--- src/rtl/core/gbmc_pkg.sv ---
// Package for the graded box mesh coordinate core.
// Request/result payload types, config bundle, inter-stage types and shared constants.
// No dependencies.
package gbmc_pkg;

  localparam int CfgIdxW  = 3;
  localparam int CfgDataW = 31;

  localparam logic [CfgIdxW-1:0] CFG_GRID_SIZE    = 3'd0;
  localparam logic [CfgIdxW-1:0] CFG_GRID_SPACING = 3'd1;
  localparam logic [CfgIdxW-1:0] CFG_INNER_RADIUS = 3'd2;
  localparam logic [CfgIdxW-1:0] CFG_OUTER_GAIN   = 3'd3;
  localparam logic [CfgIdxW-1:0] CFG_SPAN_RECIP   = 3'd4;

  localparam logic [23:0] ONE_Q16 = 24'd65536;

  // gain clamp: never below 1.0; anything above 2^48 saturates every non-zero coordinate
  localparam int MulW = 49;
  localparam logic [MulW-1:0] MUL_MIN = 49'h0_0000_0001_0000;
  localparam logic [MulW-1:0] MUL_SAT = 49'h1_0000_0000_0001;

  localparam logic [8:0]  RST_GRID_SIZE    = 9'd64;
  localparam logic [23:0] RST_GRID_SPACING = 24'd65536;
  localparam logic [30:0] RST_INNER_RADIUS = 31'd0;
  localparam logic [23:0] RST_OUTER_GAIN   = 24'd65536;
  localparam logic [30:0] RST_SPAN_RECIP   = 31'd65536;

  typedef struct packed {
    logic [7:0] node_x;
    logic [7:0] node_y;
    logic [7:0] node_z;
  } node_req_t;

  typedef struct packed {
    logic [23:0]        node_index;
    logic signed [31:0] pos_x;
    logic signed [31:0] pos_y;
    logic signed [31:0] pos_z;
  } node_res_t;

  typedef struct packed {
    logic [8:0]  grid_size;
    logic [23:0] grid_spacing;
    logic [30:0] inner_radius;
    logic [23:0] outer_gain;
    logic [30:0] span_reciprocal;
  } cfg_t;

  // per-node data carried alongside the gain computation
  typedef struct packed {
    logic [23:0] node_index;
    logic [32:0] mag_x;
    logic [32:0] mag_y;
    logic [32:0] mag_z;
    logic        neg_x;
    logic        neg_y;
    logic        neg_z;
  } side_t;

endpackage

--- src/rtl/core/gbmc_front.sv ---
// Front end: grid-size clamp, centring, linear index and Chebyshev distance.
// Three register stages. Depends on gbmc_pkg.
module gbmc_front #(
  parameter int GRID_MAX = 256
) (
  input  logic                clk,
  input  logic                rst,
  input  logic                in_valid,
  input  gbmc_pkg::node_req_t in_req,
  input  gbmc_pkg::cfg_t      cfg,
  output logic                out_valid,
  output gbmc_pkg::side_t     out_side,
  output logic signed [32:0]  out_dist
);

  logic [8:0]         n_clamp;
  logic signed [10:0] c_x_next, c_y_next, c_z_next;

  logic [2:0]         valid;
  logic signed [10:0] c_x, c_y, c_z;
  logic [7:0]         x1, z1;
  logic [16:0]        ny1;
  logic [17:0]        nn1;

  logic signed [35:0] px, py, pz;
  logic [25:0]        idx_full;
  logic signed [33:0] x2, y2, z2;
  logic [23:0]        idx2;

  logic signed [33:0] nx2, ny2, nz2;
  logic [32:0]        mx, my, mz, fmax;
  logic signed [32:0] dist_next;

  always_comb begin
    if (cfg.grid_size < 9'd2) begin
      n_clamp = 9'd2;
    end else if (32'(cfg.grid_size) > GRID_MAX) begin
      n_clamp = 9'(GRID_MAX);
    end else begin
      n_clamp = cfg.grid_size;
    end
    c_x_next = $signed({2'b00, in_req.node_x, 1'b1}) - $signed({2'b00, n_clamp});
    c_y_next = $signed({2'b00, in_req.node_y, 1'b1}) - $signed({2'b00, n_clamp});
    c_z_next = $signed({2'b00, in_req.node_z, 1'b1}) - $signed({2'b00, n_clamp});
  end

  always_ff @(posedge clk) begin
    c_x <= c_x_next;
    c_y <= c_y_next;
    c_z <= c_z_next;
    x1  <= in_req.node_x;
    z1  <= in_req.node_z;
    ny1 <= n_clamp * in_req.node_y;
    nn1 <= n_clamp * n_clamp;
  end

  // stage 2: centred coordinates in units of 2^-17, index
  always_comb begin
    px = c_x * $signed({1'b0, cfg.grid_spacing});
    py = c_y * $signed({1'b0, cfg.grid_spacing});
    pz = c_z * $signed({1'b0, cfg.grid_spacing});
    idx_full = {18'd0, x1} + {9'd0, ny1} + ({8'd0, nn1} * {18'd0, z1});
  end

  always_ff @(posedge clk) begin
    x2   <= px[33:0];
    y2   <= py[33:0];
    z2   <= pz[33:0];
    idx2 <= idx_full[23:0];
  end

  // stage 3: magnitudes, Chebyshev distance less inner radius
  always_comb begin
    nx2 = -x2;
    ny2 = -y2;
    nz2 = -z2;
    mx = x2[33] ? nx2[32:0] : x2[32:0];
    my = y2[33] ? ny2[32:0] : y2[32:0];
    mz = z2[33] ? nz2[32:0] : z2[32:0];
    fmax = mx;
    if (my > fmax) begin
      fmax = my;
    end
    if (mz > fmax) begin
      fmax = mz;
    end
    dist_next = $signed({1'b0, fmax[32:1]}) - $signed({2'b00, cfg.inner_radius});
  end

  always_ff @(posedge clk) begin
    out_side.node_index <= idx2;
    out_side.mag_x      <= mx;
    out_side.mag_y      <= my;
    out_side.mag_z      <= mz;
    out_side.neg_x      <= x2[33];
    out_side.neg_y      <= y2[33];
    out_side.neg_z      <= z2[33];
    out_dist            <= dist_next;
  end

  always_ff @(posedge clk) begin
    if (rst) begin
      valid <= '0;
    end else begin
      valid <= {valid[1:0], in_valid};
    end
  end

  assign out_valid = valid[2];

endmodule

--- config.mk ---
export PLATFORM = sky130hd
export DESIGN_NAME = gbmc_front
export DESIGN_NICKNAME = d
export VERILOG_FILES = /design/src/rtl/core/gbmc_pkg.sv /design/src/rtl/core/gbmc_front.sv
export SDC_FILE = /design/constraint.sdc
export NUM_CORES = 2
export LEC_CHECK = 0
export ABC_AREA = 1
export BUFFER_PORTS_ARGS = -buffer_cell sky130_fd_sc_hd__buf_4
export CAP_MARGIN = 40
export CORE_MARGIN = 2
export CORE_UTILIZATION = 38
export CTS_BUF_LIST = sky130_fd_sc_hd__clkbuf_4 sky130_fd_sc_hd__clkbuf_8
export DETAILED_ROUTE_END_ITERATION = 6
export PLACE_DENSITY = 0.63
export SYNTH_ARGS = -nofsm -noshare
export SYNTH_HDL_FRONTEND = slang
export SYNTH_SLANG_ARGS = --single-unit
--- constraint.sdc ---
create_clock -name clk -period 16.8 [get_ports clk]
set_input_delay 3.36 -clock clk [delete_from_list [all_inputs] [get_ports clk]]
set_output_delay 3.36 -clock clk [all_outputs]
set_load 0.02 [all_outputs]
==> summary.md <==
| Metric | Value |
|---|---|
| Root Driver | clkbuf_8 |
| Worst endpoint data arrival time | 10.79 ns |
| Global-route wire length before repair | around 210000 um |
| Layout Nets | approximately 7400 |
| Clock net sink count | between 300 and 400 |
| DRT Pass-1 Iters | 6 |
| Vias | between 30000 and 40000 |
| CP delay by family, top | simple AND/OR/NAND/NOR gates |
| Netlist cell types | 56 |
| Seq cells post-synth | 362 |
| Post-DRT Antenna Nets | 0 |
| Wire per inst | 17.41 um |
| Tcrit/Tclk final | 60.60% |
| Clk slew on worst S/H paths | 0.06 ns |
| # Post-CTS Setup Buffers | 0 |
| Worst stage delay on the critical path | 0.68 ns |
| Die height | 356.6 um |
| Synth async-reset ratio | 0% |
| Std cell rows | around 130 |
| I/O Pins | slightly above 300 |
| Post-DP HPWL | 111800 um |
| Die area | between 100000 and 150000 um^2 |
| CTS tree | yes |
| Setup total negative slack | 0 ns |
| Die width | ~360 um |
| R2R setup slack | ~6.6 ns |
| Max Clock Skew | about 0.12 ns |
| # setup viols final | 0 |
| Clk buf depth | 3 |
| Post-cts resize count | 0 |
| Synthesized instance count | between 5000 and 6000 |
| GRT Total Usage | 21.50% |
| Total CTS buffers | 67 |
| Starting density of the core | a little under two fifths |
| GP Congestion | 0.9402 |
| CP Launch Type | register |
| Element type at the critical path end | register |
| Worst Path Class, Setup | register to register |
| Largest net degree at the start of global routing | 35 |
| Number of fillers in the final layout | about 12000 |
| Final WL | around 130000 um |
| Least-Margin Pin Slew | between 0.8 and 0.9 ns |
| Register area | just over 7000 um^2 |
| Cts hold-fix bufs | 0 |
| Fmax | 98.23 MHz |
| Port Buf Inserts | 250 |
| Clk Latency, worst-skew pair | between 0.8 and 0.9 ns |
| Fin crit period | 10.18 ns |
| CP dominant cell by count | nand2_1 |
| Hold Path Class | register to register |
| Slew Limit Fails | 0 |
| Core Box Area | approximately 120000 um^2 |
| Crit path buffers/inverters | 6 |
| Hold Fails Final Rpt | 0 |
| Share of layout cells above drive strength 1 | 8.088% |
| Via density | 4.860 |
| Synthesized area per cell | a little over 8 um^2 |
| DRC Markers | 0 |
| Aggregate global routing overflow | 0 |
| Status | completed |
| Synth warnings | 0 |
| Rel. slew slack | between 40% and 50% |
| Crit Path Max Fanout | 33 |
| Syn-to-layout area delta | 10.79% |
| Top FF cell, synth | dfxtp_1 |
| Drt first-iter violations | ~2400 |
| Max-cap violation count | 0 |
| RSZ-0062 raised after global routing | false |
| Initial antenna violation count | 12 |
| H-tree depth | 3 |
| EDFF count, synth | 0 |
| Cell Area, Synth | about 47000 um^2 |
| Multi-input gate area | 34120 um^2 |
| Vias in the first global route | around 39000 |
| Post-synthesis sequential area ratio | 15.34% |
| CP required | between 15 and 20 ns |
| Critical Path Slowest Stage Cell | nand3_2 |
==> placed cells by master, fill, tap and decap left out, types with 29 or more instances in the layout <==
cell and count:
xnor2_1 88, dfxtp_1 362, ha_1 534, buf_4 288, a21oi_1 239, clkbuf_8 76, o21ai_0 112, nand2_1 1393
nand3_1 131, xor2_1 185, nor2_1 234, fa_1 716, inv_1 1359, nor3_1 29
==> kinds of logic (layout without fill, tap and decap cells) <==
group | count (synthesis) | after routing | synth area share [%]
adders and majority gates | 1250 | 1250 | 44.49
DFF | 362 | 362 | 15.34
AOI/OAI and AO/OA | 482 | 482 | 5.695
and+or+nand+nor | 1920 | 1920 | 16.88
buffers and inverters | 1559 | 1772 | 12.52
other | 2 | 20 | 0.01590
xor gates and xnor gates | 273 | 273 | 5.062
==> worst register-to-register path, delay by kind of cell (launching register included) <==
kind | cells | cell delay (ns)
and+or+nand+nor | 24 | 4.02
AOI/OAI and AO/OA | 10 | 2.71
buffers and inverters | 6 | 1.26
adders and majority gates | 4 | 1.05
xor gates and xnor gates | 1 | 0.59
DFF | 1 | 0.37
==> state kept, by name, indices dropped and copies added, names as in the netlist <==
register / flops
valid: 3
c_x: 9
out_dist: 33
idx2: 24
nn1: 17
c_y: 9
z1: 8
x1: 8
x2: 33
out_side: 124
ny1: 17
c_z: 10
y2: 33
z2: 34
==> metal layers <==
| metal | track usage [%] | wire length (um) |
|---|---|---|
| met1 | 26.91 | 55820 |
| met2 | 36.94 | 65070 |
| met5 | 0 | 32 |
| met4 | 9.409 | 6097 |
| met3 | 2.905 | 7284 |
==> cell type report <==
type / count / share of cell area, %
Sequential cell: 362 / 13.85
Clock buffer: 88 / 2.171
Multi-Input combinational cell: 3937 / 65.20
Timing Repair Buffer: 293 / 4.371
Clock inverter: 25 / 0.6575
Tap cell: 1637 / 3.914
Antenna cell: 8 / 0.03826
Inverter: 1366 / 9.803
==> per-stage QoR <==
step / setup WS, ns / area (um^2) / hold WS (ns) / util [%] / cells
finish: 6.619 / 52330 / 0.3185 / 42.38 / 7716
detailed placement: 6.742 / 50830 / 0.3121 / 41.17 / 7595
global placement: 6.379 / 50700 / 0.3130 / 41.06 / 7589
global route: 5.721 / 52320 / 0.3296 / 42.37 / 7712
CTS: 6.598 / 52310 / 0.3204 / 42.37 / 7708
floorplan: 8.101 / 47270 / 0.3096 / - / 5858
==> cells in the mapped netlist, drive strengths merged, types with 2 or more instances <==
cell type	n	area [um^2]
nand2	1404	5308
inv	1363	5119
fa	716	14330
ha	534	6681
dfxtp	362	7247
nor2	249	992.2
a21oi	239	1196
xor2	185	1620
clkbuf	171	645.6
nand3	142	760.7
o21ai	131	659.4
xnor2	88	770.7
nor3	33	185.2
nand3b	31	322.8
nand4	24	156.4
buf	22	136.4
a31oi	18	112.6
nor4	18	118.9
o21bai	17	127.6
a21boi	16	120.1
o21a	15	112.6
a21o	14	105.1
or2	12	75.07
o31ai	11	82.58
a211oi	6	45.04
a221oi	5	43.79
o221ai	5	43.79
clkinv	3	11.26
conb	2	7.510
nor3b	2	15.01
nor4b	2	17.52
o211ai	2	15.01
==> final timing paths <==
check / from / end / cells past startpoint
worst max-delay path: z2[0] / out_dist[26] / 45
worst min-delay path: idx2[4] / out_side[106] / 0
worst max register to register: z2[0] / out_dist[26] / 45
worst min register to register: idx2[4] / out_side[106] / 0
Power is not shown: default switching activity piles up to over one toggle a cycle in this logic, so the estimate is an artifact.
