[src/rtl/core/gbmc_pkg.sv]
// Package for the graded box mesh coordinate core.
// Request/result payload types, config bundle, inter-stage types and shared constants.
// No dependencies.
package gbmc_pkg;

  localparam int CfgIdxW  = 3;
  localparam int CfgDataW = 31;

  localparam logic [CfgIdxW-1:0] CFG_GRID_SIZE    = 3'd0;
  localparam logic [CfgIdxW-1:0] CFG_GRID_SPACING = 3'd1;
  localparam logic [CfgIdxW-1:0] CFG_INNER_RADIUS = 3'd2;
  localparam logic [CfgIdxW-1:0] CFG_OUTER_GAIN   = 3'd3;
  localparam logic [CfgIdxW-1:0] CFG_SPAN_RECIP   = 3'd4;

  localparam logic [23:0] ONE_Q16 = 24'd65536;

  // gain clamp: never below 1.0; anything above 2^48 saturates every non-zero coordinate
  localparam int MulW = 49;
  localparam logic [MulW-1:0] MUL_MIN = 49'h0_0000_0001_0000;
  localparam logic [MulW-1:0] MUL_SAT = 49'h1_0000_0000_0001;

  localparam logic [8:0]  RST_GRID_SIZE    = 9'd64;
  localparam logic [23:0] RST_GRID_SPACING = 24'd65536;
  localparam logic [30:0] RST_INNER_RADIUS = 31'd0;
  localparam logic [23:0] RST_OUTER_GAIN   = 24'd65536;
  localparam logic [30:0] RST_SPAN_RECIP   = 31'd65536;

  typedef struct packed {
    logic [7:0] node_x;
    logic [7:0] node_y;
    logic [7:0] node_z;
  } node_req_t;

  typedef struct packed {
    logic [23:0]        node_index;
    logic signed [31:0] pos_x;
    logic signed [31:0] pos_y;
    logic signed [31:0] pos_z;
  } node_res_t;

  typedef struct packed {
    logic [8:0]  grid_size;
    logic [23:0] grid_spacing;
    logic [30:0] inner_radius;
    logic [23:0] outer_gain;
    logic [30:0] span_reciprocal;
  } cfg_t;

  // per-node data carried alongside the gain computation
  typedef struct packed {
    logic [23:0] node_index;
    logic [32:0] mag_x;
    logic [32:0] mag_y;
    logic [32:0] mag_z;
    logic        neg_x;
    logic        neg_y;
    logic        neg_z;
  } side_t;

endpackage

[src/rtl/core/gbmc_scale.sv]
// One coordinate lane: magnitude times gain, rounding towards minus infinity, 32-bit saturation.
// Three register stages. Depends on gbmc_pkg.
module gbmc_scale (
  input  logic                      clk,
  input  logic [32:0]               mag,
  input  logic                      neg,
  input  logic [gbmc_pkg::MulW-1:0] mul,
  output logic signed [31:0]        pos
);

  logic [56:0] hi;
  logic [57:0] lo;
  logic        neg8, neg9;
  logic [81:0] prod;
  logic [49:0] rnd;
  logic [31:0] q;
  logic        sat_p, sat_n;
  logic signed [31:0] pos_next;

  always_ff @(posedge clk) begin
    hi   <= mag * mul[48:25];
    lo   <= mag * mul[24:0];
    neg8 <= neg;
  end

  always_ff @(posedge clk) begin
    prod <= {hi, 25'd0} + {24'd0, lo};
    neg9 <= neg8;
  end

  always_comb begin
    rnd   = {1'b0, prod[48:0]} + 50'h1FFFF;
    q     = rnd[48:17];
    sat_p = prod[81:48] != '0;
    sat_n = (prod[81:49] != '0) || (prod[48] && (prod[47:0] != '0));
    if (neg9) begin
      pos_next = sat_n ? 32'sh8000_0000 : $signed(-q);
    end else begin
      pos_next = sat_p ? 32'sh7FFF_FFFF : $signed({1'b0, prod[47:17]});
    end
  end

  always_ff @(posedge clk) begin
    pos <= pos_next;
  end

`ifndef SYNTHESIS
  a_zero_stays_zero : assert property (@(posedge clk)
    (mag == '0) |=> ##2 (pos == '0))
    else $error("zero coordinate scaled to non-zero");
`endif

endmodule
[config.mk]
export PLATFORM = sky130hd
export DESIGN_NAME = gbmc_scale
export DESIGN_NICKNAME = d
export VERILOG_FILES = /design/src/rtl/core/gbmc_pkg.sv /design/src/rtl/core/gbmc_scale.sv
export SDC_FILE = /design/constraint.sdc
export NUM_CORES = 2
export LEC_CHECK = 0
export ABC_CLOCK_PERIOD_IN_PS = 21900
export BUFFER_PORTS_ARGS = -buffer_cell sky130_fd_sc_hd__clkbuf_2
export CORE_ASPECT_RATIO = 0.75
export CORE_UTILIZATION = 60
export CTS_BUF_LIST = sky130_fd_sc_hd__clkbuf_4 sky130_fd_sc_hd__clkbuf_8 sky130_fd_sc_hd__clkbuf_16
export DETAILED_ROUTE_END_ITERATION = 10
export HOLD_SLACK_MARGIN = 0.12
export PLACE_DENSITY = 0.77
export SLEW_MARGIN = 20
export SYNTH_ARGS = -nofsm -noshare
export SYNTH_HDL_FRONTEND = slang
export SYNTH_SLANG_ARGS = --single-unit
[constraint.sdc]
create_clock -name clk -period 21.9 [get_ports clk]
set_clock_uncertainty 0.15 [all_clocks]
set_input_delay 3.285 -clock clk [delete_from_list [all_inputs] [get_ports clk]]
set_output_delay 3.285 -clock clk [all_outputs]
set_load 0.005 [all_outputs]
==> tab_implementation.tex <==
\begin{tabular}{lr}
\hline
Metric & Value \\
\hline
\multicolumn{2}{l}{\textbf{Run status}} \\
Result of the run & completed \\
\multicolumn{2}{l}{\textbf{Worst setup path}} \\
Highest-delay cell along the critical path & sky130\_fd\_sc\_hd\_\_a221oi\_1 \\
Capture point of the worst reg-to-reg path & prod[68] \\
Worst R2R Path Depth & 11 \\
Reg2reg setup slack & 17.40 ns \\
Kind of end point of the critical path & flip-flop \\
Class of the most critical setup path & in -> reg \\
Cell mode on critical path & sky130\_fd\_sc\_hd\_\_fa\_1 \\
Biggest cell delay along the critical path & 0.82 ns \\
Cell-by-cell trace of the critical path & clkbuf\_2, and2\_1, fa\_1, fa\_1, inv\_1, fa\_1, fa\_1, fa\_1, inv\_1, fa\_1, inv\_1, fa\_1, inv\_1, ha\_1, a211oi\_1, o21ai\_0, a221oi\_1, nand2\_1, a21boi\_0, o21bai\_1, a21oi\_1, nand4b\_1, nand4\_1 \\
Startpoint class of the critical path & input port \\
Worst-path fanout max & 33 \\
Reg-to-Reg Start & hi[1] \\
Crit path DAT & 11.23 ns \\
Required time of the critical path & 22.18 ns \\
\multicolumn{2}{l}{\textbf{Detailed routing}} \\
Final wirelength & 170000 um \\
Count of nets left with antenna violations after detail routing & 0 \\
Vias post-DR & between 40000 and 50000 \\
Average wire length per cell after detail routing & roughly 21 um \\
Average via count per standard cell & 5.79 \\
Router iterations before antenna repair & 6 \\
DR iter-0 viols & 4492 \\
DRC viols & 0 \\
\multicolumn{2}{l}{\textbf{STA}} \\
Final setup violation count & 0 \\
Ratio of final minimum period to clock period & 50.0\% \\
Max-Slew Margin vs Limit & between 10\% and 20\% \\
Max-slew violation total from the final report & 0 \\
Fin Setup TNS & 0 ns \\
Final-report hold violation count & 0 \\
Maximum clock frequency & 0.0914 GHz \\
Min Clock Period, post-route & 10.94 ns \\
Least-Margin Pin Slew & 1.19 ns \\
Setup repair after global routing missed its margin & false \\
\multicolumn{2}{l}{\textbf{Clocking}} \\
Cell at the root of the clock tree & sky130\_fd\_sc\_hd\_\_clkbuf\_16 \\
Clock transition at the registers of the reported paths & around 0.07 ns \\
Post-CTS setup buffers & 0 \\
Number of hold-repair buffers added at the cts stage & 0 \\
Cts repair resizes & 0 \\
CTS tree & built \\
Source-to-sink clock delay at the later pin of the worst-skew pair & around 0.56 ns \\
Number of buffers created by CTS & 25 \\
Number of sinks on the clock net & roughly 230 \\
Max Root-Sink Buffers & 3 \\
Level count of the clock H-tree & 1 \\
\multicolumn{2}{l}{\textbf{Global routing}} \\
Largest net degree at the start of global routing & 50 \\
Antenna violations before repair & 4 \\
Grt ovf & 0 \\
Wire length of the first global-routing pass & 273000 um \\
Global-route total usage across every layer & roughly a third \\
Via count of the first global-routing pass & 49300 \\
\multicolumn{2}{l}{\textbf{Synth}} \\
Number of synthesized flops with an enable pin & 0 \\
Average cell area after synthesis & 8.94 um2 \\
Proportion of synthesized flip-flops having asynchronous set or reset & 0\% \\
Cell count after synthesis & 6823 \\
Sequential element share of the synthesized area & roughly 7.6\% \\
Post-synthesis net count & 8708 \\
Number of different library cells in the post-synthesis netlist & 84 \\
Syn Std Cell Area & between 60000 and 70000 um2 \\
Number of storage elements in the synthesis netlist & 231 \\
Flip-flop cell with the highest count after synthesis & sky130\_fd\_sc\_hd\_\_dfxtp\_1 \\
Synth warnings & 0 \\
\multicolumn{2}{l}{\textbf{Placed design}} \\
Count of buffers from port buffering & about 120 \\
Final weighted congestion in routability-driven placement & 0.970 \\
Placed wire-length estimate after detailed placement & $\sim$130000 um \\
\multicolumn{2}{l}{\textbf{Min path}} \\
Tightest Hold Check Type & reg -> reg \\
Startpoint of the lowest-slack hold path & lo[16] \\
Capture endpoint of the worst hold path & prod[16] \\
Depth of the worst hold-timing path & 0 \\
\multicolumn{2}{l}{\textbf{Finish}} \\
Commonest non-fill, non-tap cell in the layout & sky130\_fd\_sc\_hd\_\_inv\_1 \\
\# nets final & 8531 \\
Fraction of layout instances using a drive strength above 1 & about 3.8\% \\
Most used cells in the layout excluding fill and tap cells & sky130\_fd\_sc\_hd\_\_inv\_1, sky130\_fd\_sc\_hd\_\_fa\_1, sky130\_fd\_sc\_hd\_\_nand2\_1 \\
Layout overhead on the synthesized area & 3.57\% \\
\multicolumn{2}{l}{\textbf{Floorplanning}} \\
Std-Cell Rows & 100 \\
Die X-Extent & 370 um \\
Total die area & 103000 um2 \\
Die Y & 278 um \\
Area of the placeable core & 100000 um2 \\
Boundary pin count & about 120 \\
Initial Utilization & between 60\% and 70\% \\
\multicolumn{2}{l}{\textbf{Flow run}} \\
Reported max-cap violation count & 0 \\
\hline
\end{tabular}
cell type report:
class	count	area [um2]
clock inverter	18	294
inverter	1552	5830
multi-input combinational	4668	49100
antenna	3	7.51
sequential	231	4620
timing repair buffer	168	973
clock buffer	28	648
fill	8249	36800
tap	1326	1660
logic make-up (layout without fill, tap and decap cells):
kind of cell             Yosys count  count (layout)  synth area share [%]
AND/OR/NAND/NOR                 2154            2154                  18.2
buffers and inverters           1924            1766                  11.9
adder cells (fa/ha/maj)         1801            1801                  54.1
AO/OA/AOI/OAI                    549             549                  5.90
flip-flops                       231             231                  7.58
XOR/XNOR                         159             159                  2.28
multiplexers                       5               5                0.0821
other                              0               3                     0
metal layers:
metal / track usage, % / wire length [um] / vias up
met5: 0 / 46 / -
met4: 9.36 / 4950 / 6
met3: 11.1 / 22200 / 355
met2: 50.6 / 73000 / 2704
met1: 48.3 / 69500 / 23400
li1: - / - / 19900
state kept, by name, indices dropped and copies added (netlist names):
register  count
prod         82
lo           58
hi           57
pos          32
neg8          1
neg9          1
per-stage QoR:
step | util (%) | cells | worst slack [ns] | area [um2] | hold slack [ns]
after floorplan | - | 6823 | 11.64 | 61000 | 0.160
after global placement | 62.2 | 7945 | 10.70 | 62200 | 0.161
after detailed placement | 62.2 | 7945 | 10.49 | 62200 | 0.162
after CTS | 63.2 | 7991 | 11.10 | 63100 | 0.177
after global routing | 63.2 | 7991 | 10.55 | 63100 | 0.179
final | 63.2 | 7994 | 10.96 | 63100 | 0.177
cell usage after synthesis (6+ instances only):
master,number,area [um2]
sky130_fd_sc_hd__a2111oi_0,8,70.1
sky130_fd_sc_hd__a211oi_1,22,165
sky130_fd_sc_hd__a21boi_0,7,52.6
sky130_fd_sc_hd__a21o_1,77,578
sky130_fd_sc_hd__a21oi_1,160,801
sky130_fd_sc_hd__a221o_1,6,60.1
sky130_fd_sc_hd__a221oi_1,7,61.3
sky130_fd_sc_hd__a31oi_1,16,100
sky130_fd_sc_hd__and2_1,845,5290
sky130_fd_sc_hd__and3_1,20,125
sky130_fd_sc_hd__and4_1,9,78.8
sky130_fd_sc_hd__clkbuf_1,367,1380
sky130_fd_sc_hd__dfxtp_1,231,4620
sky130_fd_sc_hd__fa_1,1391,27800
sky130_fd_sc_hd__ha_1,410,5130
sky130_fd_sc_hd__inv_1,1551,5820
sky130_fd_sc_hd__nand2_1,899,3370
sky130_fd_sc_hd__nand2b_1,19,119
sky130_fd_sc_hd__nand3_1,42,210
sky130_fd_sc_hd__nand3b_1,9,67.6
sky130_fd_sc_hd__nand4_1,37,231
sky130_fd_sc_hd__nor2_1,91,342
sky130_fd_sc_hd__nor2b_1,28,175
sky130_fd_sc_hd__nor3_1,45,225
sky130_fd_sc_hd__nor3b_1,9,67.6
sky130_fd_sc_hd__nor4_1,21,131
sky130_fd_sc_hd__nor4b_1,12,105
sky130_fd_sc_hd__o211ai_1,22,165
sky130_fd_sc_hd__o21a_1,30,225
sky130_fd_sc_hd__o21ai_0,89,445
sky130_fd_sc_hd__o21ai_1,6,30.0
sky130_fd_sc_hd__o21bai_1,27,203
sky130_fd_sc_hd__o311ai_0,13,114
sky130_fd_sc_hd__o31ai_1,12,90.1
sky130_fd_sc_hd__or2_2,8,50.1
sky130_fd_sc_hd__or3_1,15,93.8
sky130_fd_sc_hd__or4_1,13,97.6
sky130_fd_sc_hd__or4b_2,11,110
sky130_fd_sc_hd__xnor2_1,107,937
sky130_fd_sc_hd__xor2_1,52,455
worst max path at each step:
stage	start	to	slack, ns	cells past startpoint
4_1_cts	mag[26]	lo[54]	11.10	25
3_3_place_gp	mag[26]	lo[47]	10.70	25
2_1_floorplan	mag[24]	lo[47]	11.64	26
3_5_place_dp	mag[26]	lo[54]	10.49	25
5_1_grt	mul[37]	hi[52]	10.55	24
6_report	mul[33]	hi[31]	10.96	23
worst max-delay path, delay by kind of cell:
kind | cells | cell delay, ns
fa+ha+maj | 8 | 3.86
compound gates | 6 | 2.16
simple gates | 4 | 1.09
buf+inv | 5 | 0.79
Power is left out: the tool's default activity adds up to more than one toggle a clock period on the data nets, which glitch-free logic cannot reach.
